$ cat config.mk
export PLATFORM = sky130hd
export DESIGN_NAME = utf8_sanitizer_flat
export DESIGN_NICKNAME = d
export VERILOG_FILES = /design/src/utf8s_pkg.sv /design/src/utf8s_if.sv /design/src/utf8s_check.sv /design/src/utf8_sanitizer.sv /design/src/flat_wrapper.sv
export VERILOG_INCLUDE_DIRS = /design/src /design/src/src
export SDC_FILE = /design/constraint.sdc
export NUM_CORES = 1
export LEC_CHECK = 0
export ABC_AREA = 1
export BUFFER_PORTS_ARGS = -buffer_cell sky130_fd_sc_hd__buf_4
export CORE_MARGIN = 8
export CORE_UTILIZATION = 58
export CTS_BUF_LIST = sky130_fd_sc_hd__clkbuf_8
export CTS_CLUSTER_DIAMETER = 60
export CTS_CLUSTER_SIZE = 16
export DETAILED_ROUTE_END_ITERATION = 10
export PLACE_DENSITY = 0.78
export REMOVE_ABC_BUFFERS = 1
export SETUP_SLACK_MARGIN = 0.05
export SLEW_MARGIN = 20
export SYNTH_ARGS = -nofsm -noshare
export SYNTH_HDL_FRONTEND = slang
export SYNTH_HIERARCHICAL = 1
export SYNTH_SLANG_ARGS = --single-unit
$ cat constraint.sdc
create_clock -name i_clk -period 5.1 [get_ports i_clk]
set_clock_uncertainty 0.1 [all_clocks]
set_input_delay 0 -clock i_clk [delete_from_list [all_inputs] [get_ports i_clk]]
set_output_delay 0 -clock i_clk [all_outputs]
set_load 0.01 [all_outputs]
$ cat src/utf8_sanitizer_macros.svh
// Assertion macros for the UTF-8 sanitiser.
// Used by files that check their own logic; expects i_clk and i_rst_n in scope.
`ifndef UTF8_SANITIZER_MACROS_SVH
`define UTF8_SANITIZER_MACROS_SVH

// The consequent must hold in the same cycle as the antecedent.
`define U8S_ASSERT_NOW(label, ante, cons, msg) \
    label: assert property (@(posedge i_clk) disable iff (!i_rst_n) (ante) |-> (cons)) \
        else $error(msg);

// The consequent must hold in the cycle after the antecedent.
`define U8S_ASSERT_NEXT(label, ante, cons, msg) \
    label: assert property (@(posedge i_clk) disable iff (!i_rst_n) (ante) |=> (cons)) \
        else $error(msg);

`endif

$ cat src/utf8s_pkg.sv
// Shared types, byte constants and lead-byte decoding for the UTF-8 sanitiser.
// No dependencies; used by the checker, the top level and the testbench.
`default_nettype none

package utf8s_pkg;

    typedef enum logic [1:0] {
        S_IDLE,
        S_CHECK,
        S_EMIT
    } t_state;

    // Bytes of the replacement character U+FFFD.
    localparam logic [7:0] REPL_B0 = 8'hef;
    localparam logic [7:0] REPL_B1 = 8'hbf;
    localparam logic [7:0] REPL_B2 = 8'hbd;

    localparam logic [7:0] CONT_LO = 8'h80;
    localparam logic [7:0] CONT_HI = 8'hbf;

    typedef struct packed {
        logic [2:0] need;
        logic [7:0] lo;
        logic [7:0] hi;
    } t_lead;

    // Outcome of checking the sequence at the head of the window.
    typedef struct packed {
        logic       bad;
        logic       hold;
        logic [2:0] need;
    } t_verdict;

    function automatic t_lead lead_decode(input logic [7:0] lead);
        t_lead d;
        d.lo   = CONT_LO;
        d.hi   = CONT_HI;
        d.need = 3'd0;
        if (lead <= 8'h7f) begin
            d.need = 3'd1;
        end else if (lead >= 8'hc2 && lead <= 8'hdf) begin
            d.need = 3'd2;
        end else if (lead == 8'he0) begin
            d.need = 3'd3;
            d.lo   = 8'ha0;
        end else if (lead >= 8'he1 && lead <= 8'hec) begin
            d.need = 3'd3;
        end else if (lead == 8'hed) begin
            d.need = 3'd3;
            d.hi   = 8'h9f;
        end else if (lead >= 8'hee && lead <= 8'hef) begin
            d.need = 3'd3;
        end else if (lead == 8'hf0) begin
            d.need = 3'd4;
            d.lo   = 8'h90;
        end else if (lead >= 8'hf1 && lead <= 8'hf3) begin
            d.need = 3'd4;
        end else if (lead == 8'hf4) begin
            d.need = 3'd4;
            d.hi   = 8'h8f;
        end
        return d;
    endfunction

    function automatic logic is_cont(input logic [7:0] b);
        return (b >= CONT_LO) && (b <= CONT_HI);
    endfunction

endpackage

`default_nettype wire

$ cat src/utf8s_if.sv
// Valid/ready stream interfaces for the byte input and the byte output.
// No dependencies.
`default_nettype none

interface utf8s_in_if;
    logic       valid;
    logic       ready;
    logic [7:0] in_byte;
    logic       in_last;

    modport source (output valid, output in_byte, output in_last, input ready);
    modport sink (input valid, input in_byte, input in_last, output ready);
endinterface

interface utf8s_out_if;
    logic       valid;
    logic       ready;
    logic [7:0] out_byte;
    logic       out_last;

    modport source (output valid, output out_byte, output out_last, input ready);
    modport sink (input valid, input out_byte, input out_last, output ready);
endinterface

`default_nettype wire

$ cat src/utf8s_check.sv
// Sequence checker: judges the UTF-8 sequence at the head of the byte window.
// Depends on utf8s_pkg for lead decoding and the verdict type.
`default_nettype none

module utf8s_check (
    input  wire logic [7:0]         i_win [4],
    input  wire logic [2:0]         i_cnt,
    input  wire logic               i_last,
    output utf8s_pkg::t_verdict     o_verdict
);

    utf8s_pkg::t_lead lead;
    logic             bad;

    assign lead = utf8s_pkg::lead_decode(i_win[0]);

    always_comb begin
        bad = (lead.need == 3'd0);
        if (!bad && lead.need >= 3'd2 && i_cnt >= 3'd2) begin
            bad = (i_win[1] < lead.lo) || (i_win[1] > lead.hi);
        end
        if (!bad && lead.need >= 3'd3 && i_cnt >= 3'd3) begin
            bad = !utf8s_pkg::is_cont(i_win[2]);
        end
        if (!bad && lead.need >= 3'd4 && i_cnt >= 3'd4) begin
            bad = !utf8s_pkg::is_cont(i_win[3]);
        end
        o_verdict.hold = 1'b0;
        // A sequence that is fine so far but short waits unless the string ends.
        if (!bad && i_cnt < lead.need) begin
            if (i_last) begin
                bad = 1'b1;
            end else begin
                o_verdict.hold = 1'b1;
            end
        end
        o_verdict.bad  = bad;
        o_verdict.need = lead.need;
    end

endmodule

`default_nettype wire

$ cat src/utf8_sanitizer.sv
// Top level of the streaming UTF-8 sanitiser.
// Depends on utf8s_pkg, utf8s_if, utf8s_check and utf8_sanitizer_macros.svh.
//
//  Port     | Dir | Payload            | Role
//  ---------+-----+--------------------+-------------------------------------
//  i_in     | in  | in_byte, in_last   | raw text bytes, last marks string end
//  o_out    | out | out_byte, out_last | sanitised bytes, last on final byte
//
// An input byte is taken in the idle state and checked in the next cycle; a byte
// that only joins a pending sequence then returns the block to idle. Otherwise
// each sequence resolved takes a check and then an emit state that sends its bytes
// one at a time while the output register is free (the three replacement bytes for
// a bad one), and a final check that finds nothing left to resolve ends the run.
// The single sequence checker is reused once per sequence.
// Reset (synchronous, active low) empties the window and the output register.
// A stalled output holds the emit sequence; input is refused until it is done.
`default_nettype none
`include "utf8_sanitizer_macros.svh"

module utf8_sanitizer (
    input  wire logic  i_clk,
    input  wire logic  i_rst_n,
    utf8s_in_if.sink   i_in,
    utf8s_out_if.source o_out
);

    // Window of unresolved bytes, oldest at index 0. r_cnt counts the valid
    // entries; between strings of work it holds the pending bytes.
    logic [7:0]          r_win [4];
    logic [7:0]          n_win [4];
    logic [2:0]          r_cnt, n_cnt;
    logic                r_last, n_last;
    utf8s_pkg::t_state   r_state, n_state;
    // Bytes still to emit for the current sequence, and whether it is the
    // replacement character rather than the original bytes.
    logic [2:0]          r_grp, n_grp;
    logic                r_repl, n_repl;
    // Output register.
    logic                r_ovalid, n_ovalid;
    logic [7:0]          r_obyte, n_obyte;
    logic                r_olast, n_olast;

    utf8s_pkg::t_verdict verdict;
    logic                slot_free;
    logic [7:0]          repl_byte;

    utf8s_check u_check (
        .i_win     (r_win),
        .i_cnt     (r_cnt),
        .i_last    (r_last),
        .o_verdict (verdict)
    );

    assign i_in.ready     = (r_state == utf8s_pkg::S_IDLE);
    assign o_out.valid    = r_ovalid;
    assign o_out.out_byte = r_obyte;
    assign o_out.out_last = r_olast;

    // The output register can be loaded when it is empty or being drained.
    assign slot_free = !r_ovalid || o_out.ready;

    always_comb begin
        unique case (r_grp)
            3'd3:    repl_byte = utf8s_pkg::REPL_B0;
            3'd2:    repl_byte = utf8s_pkg::REPL_B1;
            default: repl_byte = utf8s_pkg::REPL_B2;
        endcase
    end

    always_comb begin
        n_state  = r_state;
        n_win    = r_win;
        n_cnt    = r_cnt;
        n_last   = r_last;
        n_grp    = r_grp;
        n_repl   = r_repl;
        n_ovalid = r_ovalid;
        n_obyte  = r_obyte;
        n_olast  = r_olast;

        if (r_ovalid && o_out.ready) begin
            n_ovalid = 1'b0;
        end

        unique case (r_state)
            utf8s_pkg::S_IDLE: begin
                // At most three bytes are pending here, so the new byte fits.
                if (i_in.valid) begin
                    n_win[r_cnt[1:0]] = i_in.in_byte;
                    n_cnt             = r_cnt + 3'd1;
                    n_last            = i_in.in_last;
                    n_state           = utf8s_pkg::S_CHECK;
                end
            end
            utf8s_pkg::S_CHECK: begin
                if (r_cnt == 3'd0 || verdict.hold) begin
                    n_state = utf8s_pkg::S_IDLE;
                end else if (verdict.bad) begin
                    n_repl  = 1'b1;
                    n_grp   = 3'd3;
                    n_state = utf8s_pkg::S_EMIT;
                end else begin
                    n_repl  = 1'b0;
                    n_grp   = verdict.need;
                    n_state = utf8s_pkg::S_EMIT;
                end
            end
            utf8s_pkg::S_EMIT: begin
                if (slot_free) begin
                    n_ovalid = 1'b1;
                    n_obyte  = r_repl ? repl_byte : r_win[0];
                    // The final byte of a string is the one that empties the window.
                    n_olast  = r_last && (r_grp == 3'd1) && (r_cnt == 3'd1);
                    // Original bytes leave the window one by one; a replacement
                    // drops only the lead byte, after its last output byte.
                    if (!r_repl || r_grp == 3'd1) begin
                        n_win[0] = r_win[1];
                        n_win[1] = r_win[2];
                        n_win[2] = r_win[3];
                        n_cnt    = r_cnt - 3'd1;
                    end
                    n_grp = r_grp - 3'd1;
                    if (r_grp == 3'd1) begin
                        n_state = utf8s_pkg::S_CHECK;
                    end
                end
            end
            default: begin
                n_state = utf8s_pkg::S_IDLE;
            end
        endcase
    end

    always_ff @(posedge i_clk) begin
        if (!i_rst_n) begin
            r_state  <= utf8s_pkg::S_IDLE;
            r_cnt    <= 3'd0;
            r_last   <= 1'b0;
            r_grp    <= 3'd0;
            r_repl   <= 1'b0;
            r_ovalid <= 1'b0;
        end else begin
            r_state  <= n_state;
            r_cnt    <= n_cnt;
            r_last   <= n_last;
            r_grp    <= n_grp;
            r_repl   <= n_repl;
            r_ovalid <= n_ovalid;
        end
    end

    always_ff @(posedge i_clk) begin
        r_win   <= n_win;
        r_obyte <= n_obyte;
        r_olast <= n_olast;
    end

    // An emit sequence always has bytes left to send.
    `U8S_ASSERT_NOW(a_emit_grp_nonzero, r_state == utf8s_pkg::S_EMIT, r_grp != 3'd0, "empty emit group")
    // Original bytes being passed on must all be present in the window.
    `U8S_ASSERT_NOW(a_pass_in_window, r_state == utf8s_pkg::S_EMIT && !r_repl, r_cnt >= r_grp, "pass group exceeds window")
    // Once a string has ended and the block is idle, nothing is left pending.
    `U8S_ASSERT_NOW(a_end_flushes, r_state == utf8s_pkg::S_IDLE && r_last, r_cnt == 3'd0, "bytes left after end of string")
    // An idle window never holds a complete four-byte load.
    `U8S_ASSERT_NOW(a_idle_room, r_state == utf8s_pkg::S_IDLE, r_cnt <= 3'd3, "no room for next byte")
    // An accepted byte is checked in the following cycle.
    `U8S_ASSERT_NEXT(a_accept_check, i_in.valid && i_in.ready, r_state == utf8s_pkg::S_CHECK, "accepted byte not checked")

endmodule

`default_nettype wire

$ cat src/flat_wrapper.sv
// flat-port wrapper written by rule: the top's interface ports become plain ports
module utf8_sanitizer_flat 
  (i_clk, i_rst_n, i_in_valid, i_in_in_byte, i_in_in_last, i_in_ready, o_out_valid, o_out_out_byte, o_out_out_last, o_out_ready);
  utf8s_in_if i_in_i ();
  utf8s_out_if o_out_i ();
  input  wire logic i_clk;
  input  wire logic i_rst_n;
  input wire logic [$bits(i_in_i.valid)-1:0] i_in_valid;
  input wire logic [$bits(i_in_i.in_byte)-1:0] i_in_in_byte;
  input wire logic [$bits(i_in_i.in_last)-1:0] i_in_in_last;
  output wire logic [$bits(i_in_i.ready)-1:0] i_in_ready;
  output wire logic [$bits(o_out_i.valid)-1:0] o_out_valid;
  output wire logic [$bits(o_out_i.out_byte)-1:0] o_out_out_byte;
  output wire logic [$bits(o_out_i.out_last)-1:0] o_out_out_last;
  input wire logic [$bits(o_out_i.ready)-1:0] o_out_ready;
  assign i_in_i.valid = i_in_valid;
  assign i_in_i.in_byte = i_in_in_byte;
  assign i_in_i.in_last = i_in_in_last;
  assign i_in_ready = i_in_i.ready;
  assign o_out_valid = o_out_i.valid;
  assign o_out_out_byte = o_out_i.out_byte;
  assign o_out_out_last = o_out_i.out_last;
  assign o_out_i.ready = o_out_ready;
  utf8_sanitizer u_core (.i_clk(i_clk), .i_rst_n(i_rst_n), .i_in(i_in_i), .o_out(o_out_i));
endmodule
Yosys cells after proc, flatten, opt, wreduce, memory -nomap -nowiden. Index checks and enable logic that the tools add are counted.

Order comparisons: 24. Reduce and logical (&&, ||, !) cells: 40. Equal/unequal tests: 15. Bitwise operators: 2. Add/sub/neg operators: 3. Muxes and demuxes: 53.

Operators by type and width (count): $ge 8x8->1 const B (6); $le 8x8->1 const B (6); $mux 24 (2); $pmux 24 s2 (1); $mux 3 (14); $bwmux 32 (1); $eq 8x8->1 const B (4); $mux 16 (2); $mux 32 (1); $mux 8 (4); $mux 13 (2); $mux 6 (3); $logic_and 1x1->1 (17); $demux 8 s2 (1); $pmux 7 s2 (1); $ge 3x2->1 const B (4); $pmux 3 s2 (2); $mux 1 (11); $mux 11 (1); $mux 5 (2); $ge 3x3->1 const B (3); $gt 8x8->1 (1); $le 8x7->1 const B (1); $logic_not 1->1 (8); other kinds (22) (39).

Bits of input ports: 13. Word-level logic and storage cells: 149. Bits in registers: 52. Output and inout bits: 11.

Logic depth before layout (Yosys ltp). Gate-level depths: netlist of the first run.

Depth in word-level cells: 29. Gate-level depth with buffers: 20. Mapped depth without buffers: 19.

Cells and area by module. The synthesis of the first run kept the hierarchy.

By module, submodules not included: utf8_sanitizer (times used 1, seq. area each 1451.4 um2, area each 2421.1 um2, cells each 249); utf8s_check (times used 1, seq. area each 0.0 um2, area each 483.0 um2, cells each 91).

Worst setup path after synthesis of the first run. OpenSTA, ideal clock, no wires.

Path kind: reg2reg. Start point: reg u_core/r_win[31] in the netlist's numbering. End point: reg u_core.r_grp[0]. Required time: 4.887 ns. Arrival: 2.257 ns. Buffers on the path: 1. Period minus slack after synthesis: 2.470 ns. Setup slack: 2.630 ns. Setup time: 0.113 ns. Stages on the path, launching flop included: 19. Path through: edfxtp_1 > nand2_2 > nor2_2 > nand3_1 > o32ai_1 > ha_1 > nand2_1 > nand2_1 > a21oi_1 > nand3_1 > nand2_1 > nand2_1 > nand2_1 > o21ai_1 > buf_4 > o21ai_0 > o21ai_0 > nor2_1 > nor2_1.

Longest elaborated chain between the ends: 29. Elaborated cells on any way between the ends: 68. Those cells by class: 15 x order compare; 5 x eq/ne; 29 x mux; 19 x reduce/logical.

Ends and longest elaborated chain: start: declaration (line utf8_sanitizer.sv:29) `logic [7:0] r_win [4];`; start signal: assignment (line utf8_sanitizer.sv:153) `r_win <= n_win;`; branches (longest 25 deep; another with $ge 8x8->1); $mux 1 * (line utf8s_check.sv:30) `if (!bad && i_cnt < lead.need) begin`; via u_core.u_check.bad (line utf8s_check.sv:13) `logic bad;`; $mux 3 * (line utf8_sanitizer.sv:98) `end else if (verdict.bad) begin`; $mux 3 * (line utf8_sanitizer.sv:96) `if (r_cnt == 3'd0 || verdict.hold) begin`; $pmux 3 s2 * (line utf8_sanitizer.sv:85) `unique case (r_state)`; end signal: assignment (line utf8_sanitizer.sv:146) `r_grp <= n_grp;`; end: declaration (line utf8_sanitizer.sv:36) `logic [2:0] r_grp, n_grp;`.

Mark *: on every way through the listed nets, which the timed path passes. The select of a mux whose other input is x is not followed. A chain may end at the register's enable or synchronous reset.

==> metrics.cfg, run 1 <==
[timing]
rsz0062_at_grt = false
fmax_mhz = 366
fin_crit_ps = 2730
fin_tns_setup_ps = 0
fin_crit_sh = 0.536
fin_ws_ps = 2370
maxSlewHeadroom = 0.452
slew_viol_final = 0
tightest_slew_ps = 823
setup_viol = 0
hold_violations = 0
hold_ws_ps = 340

[route]
ant_nets = 0
drcViolationCount = 0
firstDrtPassIters = 4
wirelength_mm = 5.58
dr_total_vias = 2264
wire_per_inst_um = 12.6
drtIter0Drc = 196
vias_per_cell = 5.12

[synth]
synth-edff-count = 41
muxShareOfSynthArea = 0
yosysTopAreaCellShare = 0.424
synthTopCellsByCount = nand2_1, edfxtp_1, nand3_1
ys_ff_latch = 52
synth_simple_gate_area_frac = 0.300
synthArstFlopShare = 0
yosys-top-cells-area = edfxtp_1, nand2_1, dfxtp_1
synth.avg_cell_area_sq_um = 8.54
synth_fa_ha_area_frac = 0.0603
synth_xor_area_frac = 0.00302
synthDistinctLibCells = 38
yosysTopAreaCell = edfxtp_1
syn_area_sq_um = 2900
syn_inst = 340
synth.most_common_cell = nand2_1
synthFlopType = edfxtp_1
synth_seq_area_share = 0.500
ys.warnings.count = 6
synth_top_family_by_area = simple AND/OR/NAND/NOR gates
synth_compound_area_frac = 0.0590

[placed_design]
place.gp.congestion = 0.838
dp_hpwl_mm = 4.11
dp_worst_setup_slack_ps = 2410
io_buffer_count = 23

[global_route]
grt_pass1_wl_mm = 9.54
grt.total_usage = 0.158
grt_max_degree = 32
grt.overflow.total = 0
grt_pass1_vias = 2150
antenna_found_initial = 0

[setup_path]
crit_path_start = u_core/r_win[31]$_DFFE_PP_
cp.required_ps = 5210
arrival_ps = 2840
critPathLaunchType = flip-flop
crit_path_end_kind = flip-flop
crit_path_max_fanout = 6
reg2reg_from = u_core/r_win[31]$_DFFE_PP_
critPathKind = flip-flop to flip-flop

[clock_tree]
cts.sinks = 52
cts_buffer_depth = 2
clk_latency_ps = 300
cts_buffers = 5
clk_pin_slew_ps = 90
cts_tree = built
ctsRootBufferMaster = clkbuf_8
cts_resized = 0
h-tree-depth = 2

[status]
status = complete, no violations

[power_and_ir_drop]
p_per_area_nw_per_um2 = 295
leakage_uw = 0.00149
power.total_uw = 978
ir_worst_vdd_mv = 0.220

[cells_and_area]
area_delta_synth_final_pct = 14.3
antenna_cells = 0
final_util = 0.694
final.fill_count = 373
fin_nets = 401
drive_above_1_share = 0.147

[die]
die_h_um = 86.8
io-pin-count = 24
core-area_sq_um = 4790
initial_core_util = 0.607
die-area_sq_um = 7530
core.rowCount = 25
die_w_um = 86.8

[flow_run]
drv_cap = 0

[min_path]
min_from = i_in_in_byte[2]
hold_class = input port to flip-flop

[layer usage]
layer | part of all wire | global-route usage | up-vias
li1 | - | - | 1183
met1 | 0.46 | 0.196 | 1015
met2 | 0.48 | 0.260 | 61
met3 | 0.055 | 0.0397 | 5
met4 | 0.0093 | 0.0516 | 0
met5 | 0 | 0 | -
[path summary, 6_finish.rpt]
path | cells after the start | endpoint | slack, ps
worst min-delay path | 2 | u_core/r_win[2]$_DFFE_PP_ | 340
worst max register to register | 17 | u_core/r_grp[1]$_SDFFE_PN0P_ | 2370
worst max-delay path | 17 | u_core/r_grp[1]$_SDFFE_PN0P_ | 2370
worst min register to register | 2 | u_core/r_win[19]$_DFFE_PP_ | 420
[critical path: stages, from the launching register on]
cell	delay [ps]
edfxtp_1	460
nand2_2	150
nor2_2	190
nand3_1	90
o32ai_1	260
ha_1	310
nand2_1	100
nand2_1	60
a21oi_1	140
nand3_1	90
nand2_1	60
nand2_1	50
nand2_1	50
o21ai_1	100
o21ai_0	180
o21ai_0	100
nor2_1	100
nor2_1	50
[power breakdown]
part           internal (uW)  total, uW  switching [uW]
Clock                   95.9        232             136
Sequential               503        533            30.4
Combinational           83.0        213             130
Total                    682        978             296
[flip-flops by register name, summed over array words and instances, names as in the netlist]
register / flops
u_core/o_out.out_byte: 8
u_core/o_out.out_last: 1
u_core/o_out.valid: 1
u_core/r_cnt: 3
u_core/r_grp: 3
u_core/r_last: 1
u_core/r_repl: 1
u_core/r_state: 2
u_core/r_win: 32
[layout by cell type (no fill, tap or decap), types with 3 or more instances in the layout]
cell / instances
o21ai_0: 8
buf_4: 23
nor3_1: 4
or2_2: 6
nand3_1: 41
dlygate4sd3_1: 14
ha_1: 14
nor2_1: 29
clkbuf_8: 5
nor2_2: 4
o21ai_1: 3
nand2_2: 5
a21oi_1: 6
dfxtp_1: 11
inv_1: 39
edfxtp_1: 41
nand2_1: 97
[area by class of cell]
type | count | area [sq um] | share of cell area
clock inverters | 3 | 20.0 | 0.00603
well taps | 67 | 83.8 | 0.0252
clock buffers | 5 | 68.8 | 0.0207
repair buffers | 37 | 313 | 0.0942
flip-flops and latches | 52 | 1450 | 0.437
inverters | 41 | 156 | 0.0471
multi-input cells | 237 | 1230 | 0.370
[through the flow]
step,cells,cell area [sq um]
6_report,442,3320
3_5_place_dp,420,3090
2_1_floorplan,330,2840
4_1_cts,442,3320
5_1_grt,442,3320
3_3_place_gp,420,3090
[what timing repair did]
item,in CTS,in global routing
hold buffers,14,0
hold endpoints to repair,43,0
buffers inserted,0,0
[logic make-up (layout without fill, tap and decap cells)]
| family | after synthesis | after routing |
|---|---|---|
| AO/OA/AOI/OAI | 28 | 28 |
| adder cells (fa/ha/maj) | 14 | 14 |
| buffers and inverters | 51 | 86 |
| flip-flops | 52 | 52 |
| AND/OR/NAND/NOR | 194 | 194 |
| XOR/XNOR | 1 | 1 |
Note: power is estimated with default switching activity, not from simulation.
==> run 2: changes to the inputs <==
- ABC_AREA: 1 -> 0
- clock period: 5.1 -> 2.6 ns (I/O delays scaled with it)
==> run 2 against run 1 <==
  * The run now ends with negative setup slack left
  * Synthesized cell count shrank 31%
  * Power increased by 100%
  * First-iteration DRC count fell by 43%
  * Utilization grew 3.7 points
  * Routed wire length rose by 0.79%
  * Clock power rose by 100%
  * Sequential share of layout area shrank 1.1 points
  * Sequential power increased by 91%
  * Global-route usage increased by 0.11 points
  * Register-to-register slack got worse by 2700 ps
  * Final cell count shrank 21%
  * Non-clock buffer count increased by 25
  * Critical path type unchanged
==> metrics.cfg, run 2 <==
[cells_and_area]
antenna_cells = 0  ; unchanged
largest_reg_flops = 32  ; unchanged
final_common_cell = buf_4  ; was nand2_1
final_cell_mix = buf_4, edfxtp_1, a22o_1  ; was nand2_1, nand3_1, edfxtp_1
final_cells = 348  ; was 442
final_area_sq_um = 3410  ; was 3320 sq um
drive_above_1_share = 0.289  ; was 0.147
area_delta_synth_final_pct = 23.7  ; was 14.3%
fin_nets = 320  ; was 401
final.fill_count = 307  ; was 373
top_register = u_core/r_win  ; unchanged

[synth]
syn_inst = 234  ; was 340
synth_seq_area_share = 0.527  ; was 0.500
yosys-top-cells-area = edfxtp_1, dfxtp_1, a22o_1  ; was edfxtp_1, nand2_1, dfxtp_1
synthArstFlopShare = 0  ; unchanged
syn_area_sq_um = 2750  ; was 2900 sq um
ys_ff_latch = 52  ; unchanged
ys.warnings.count = 6  ; unchanged
synthTopCellsByCount = edfxtp_1, a22o_1, nor2_1  ; was nand2_1, edfxtp_1, nand3_1
synthFlopType = edfxtp_1  ; unchanged
synthDistinctLibCells = 53  ; was 38
synth-edff-count = 41  ; unchanged
yosysTopAreaCellShare = 0.447  ; was 0.424
yosysTopAreaCell = edfxtp_1  ; unchanged
synth.most_common_cell = edfxtp_1  ; was nand2_1
synth.avg_cell_area_sq_um = 11.8  ; was 8.54 sq um

[setup_path]
cpPeakStageDelay_ps = 450  ; was 460 ps
cp.required_ps = 2690  ; was 5210 ps
critPathKind = flip-flop to flip-flop  ; unchanged
crit_path_max_fanout = 4  ; was 6
critPathLaunchType = flip-flop  ; unchanged
arrival_ps = 3050  ; was 2840 ps
crit_path_end_kind = flip-flop  ; unchanged
path_common_cell = and4b_1  ; was nand2_1
crit_chain = nor2b_1 -> mux2_2 -> and4b_1 -> ha_4 -> a21o_1 -> o21ai_1 -> a31o_1 -> and4b_1 -> or3b_4 -> or2_4 -> mux2i_1 -> nor2_1  ; was nand2_2 -> nor2_2 -> nand3_1 -> o32ai_1 -> ha_1 -> nand2_1 -> nand2_1 -> a21oi_1 -> nand3_1 -> nand2_1 -> nand2_1 -> nand2_1 -> o21ai_1 -> o21ai_0 -> o21ai_0 -> nor2_1 -> nor2_1
cpMaxStageDelayCell = edfxtp_1  ; unchanged

[power_and_ir_drop]
clock_power_share = 0.238  ; was 0.237
p_int_uw = 1410  ; was 682 uW
leakage_uw = 0.00136  ; was 0.00149 uW
ir_worst_vdd_mv = 0.393  ; was 0.220 mV
power.total_uw = 1950  ; was 978 uW
seqPwrFrac = 0.525  ; was 0.545
switching_share = 0.277  ; was 0.303
p_per_area_nw_per_um2 = 573  ; was 295 nW/um^2
comb_power_share = 0.237  ; was 0.218
p_switching_uw = 541  ; was 296 uW

[die]
die_h_um = 84.9  ; was 86.8 um
core-area_sq_um = 4660  ; was 4790 sq um
core.rowCount = 25  ; unchanged
die_w_um = 84.9  ; was 86.8 um
die-area_sq_um = 7210  ; was 7530 sq um
io-pin-count = 24  ; unchanged
initial_core_util = 0.591  ; was 0.607

[timing]
fin_tns_setup_ps = -1760  ; was 0 ps
slew_viol_final = 0  ; unchanged
hold_ws_ps = 56.6  ; was 340 ps
rsz0062_at_grt = true  ; was false
tightest_slew_ps = 562  ; was 823 ps
hold_violations = 0  ; unchanged
fmax_mhz = 337  ; was 366 MHz
fin_ws_ps = -363  ; was 2370 ps
fin_crit_ps = 2960  ; was 2730 ps
fin_crit_sh = 1.14  ; was 0.536
setup_viol = 5  ; was 0
maxSlewHeadroom = 0.625  ; was 0.452

[clock_tree]
cts_tree = built  ; unchanged
h-tree-depth = 2  ; unchanged
cts.sinks = 52  ; unchanged
ctsRootBufferMaster = clkbuf_8  ; unchanged
clk_latency_ps = 300  ; about the same
cts_buffer_depth = 2  ; unchanged
clk_pin_slew_ps = 100  ; was 90 ps
cts_buffers = 5  ; unchanged

[global_route]
grt.overflow.total = 0  ; unchanged
grt.total_usage = 0.159  ; was 0.158
grt_max_degree = 30  ; was 32
antenna_found_initial = 0  ; unchanged
grt_pass1_vias = 1985  ; was 2150
grt_pass1_wl_mm = 9.16  ; was 9.54 mm

[min_path]
hold_class = input port to flip-flop  ; unchanged

[status]
violations = negative setup slack
status = complete, but fails checks  ; was complete, no violations

[route]
wirelength_mm = 5.63  ; was 5.58 mm
drtIter0Drc = 112  ; was 196
drcViolationCount = 0  ; unchanged
vias_per_cell = 5.83  ; was 5.12
wire_per_inst_um = 16.2  ; was 12.6 um
dr_total_vias = 2030  ; was 2264
ant_nets = 0  ; unchanged
firstDrtPassIters = 5  ; was 4

[flow_run]
drv_cap = 0  ; unchanged

[placed_design]
placed_cell_area_sq_um = 3120  ; was 3090 sq um
io_buffer_count = 23  ; unchanged
place.gp.congestion = 0.802  ; was 0.838
dp.cells = 326  ; was 420
dp_hpwl_mm = 4.04  ; was 4.11 mm

-- run 2: cell types whose count changed after synthesis, sizes merged, moves of 3 or more --
cell    delta
nor2b      +4
nand2     -91
and3       +7
and2b      +4
nand3     -41
nor2      -20
a22o      +24
o21a       +3
inv       -29
nand2b     +6
mux2i      +4
a21oi      +4
a211o      +3
nand3b     +5
-- run 2: path summary, 6_finish.rpt --
kind	start	to	slack, ps	cells past startpoint
worst max-delay path	u_core/r_win[27]$_DFFE_PP_	u_core/r_repl$_SDFFE_PN0P_	-360	12
worst min-delay path	i_in_valid	u_core/r_cnt[1]$_SDFFE_PN0P_	60	3
worst max register to register	u_core/r_win[27]$_DFFE_PP_	u_core/r_repl$_SDFFE_PN0P_	-360	12
worst min register to register	u_core/r_last$_SDFFE_PN0P_	u_core/r_last$_SDFFE_PN0P_	430	2
-- run 2: stage by stage --
step	utilization	worst slack, ps
3_5_place_dp	0.669	-443
4_1_cts	0.718	-362
2_1_floorplan	-	-359
3_3_place_gp	0.669	-312
5_1_grt	0.731	-506
6_report	0.731	-363
-- run 2: cell type report --
cell class / count / area, sq um / share of cell area
clock buffers: 5 / 68.8 / 0.0202
clock inverters: 3 / 25.0 / 0.00735
inverters: 11 / 41.3 / 0.0121
multi-input cells: 161 / 1240 / 0.365
flip-flops and latches: 52 / 1450 / 0.426
well taps: 54 / 67.6 / 0.0198
repair buffers: 62 / 508 / 0.149
-- run 2: cell families (layout without fill, tap and decap cells) --
| kind of cell | count (synthesis) | in the layout | synth area share |
|---|---|---|---|
| simple gates | 76 | 76 | 0.171 |
| compound gates | 65 | 65 | 0.178 |
| flops | 52 | 52 | 0.527 |
| buf+inv | 21 | 81 | 0.0386 |
| fa+ha+maj | 14 | 14 | 0.0636 |
| mux | 5 | 5 | 0.0186 |
| xor+xnor | 1 | 1 | 0.00318 |
-- run 2: timing repair --
item | 4_1_cts | 5_1_grt
hold buffers | 11 | 0
resized for setup | 4 | 10
setup endpoints to repair | 5 | 5
pin swaps | 7 | 5
setup buffers | 1 | 2
hold endpoints to repair | 39 | 0
-- run 2: power groups by stage --
stage | clock (uW) | sequential, uW | combinational (uW)
after global routing | 502 | 1030 | 512
final | 465 | 1020 | 462
after global placement | 0 | 1040 | 404
after detailed placement | 0 | 1040 | 415
after floorplan | 0 | 1040 | 240
after CTS | 481 | 1020 | 439
-- run 2: routing by layer --
layer	global-route usage	part of all wire
met2	0.273	0.49
met5	0	0
met3	0.0376	0.057
met1	0.184	0.44
met4	0.0680	0.016
-- run 2: critical path, delay by kind of cell (launching register included) --
kind            cells  cell delay, ps
simple gates        6            1280
compound gates      3             350
mux                 2             400
flops               1             450
fa+ha+maj           1             270
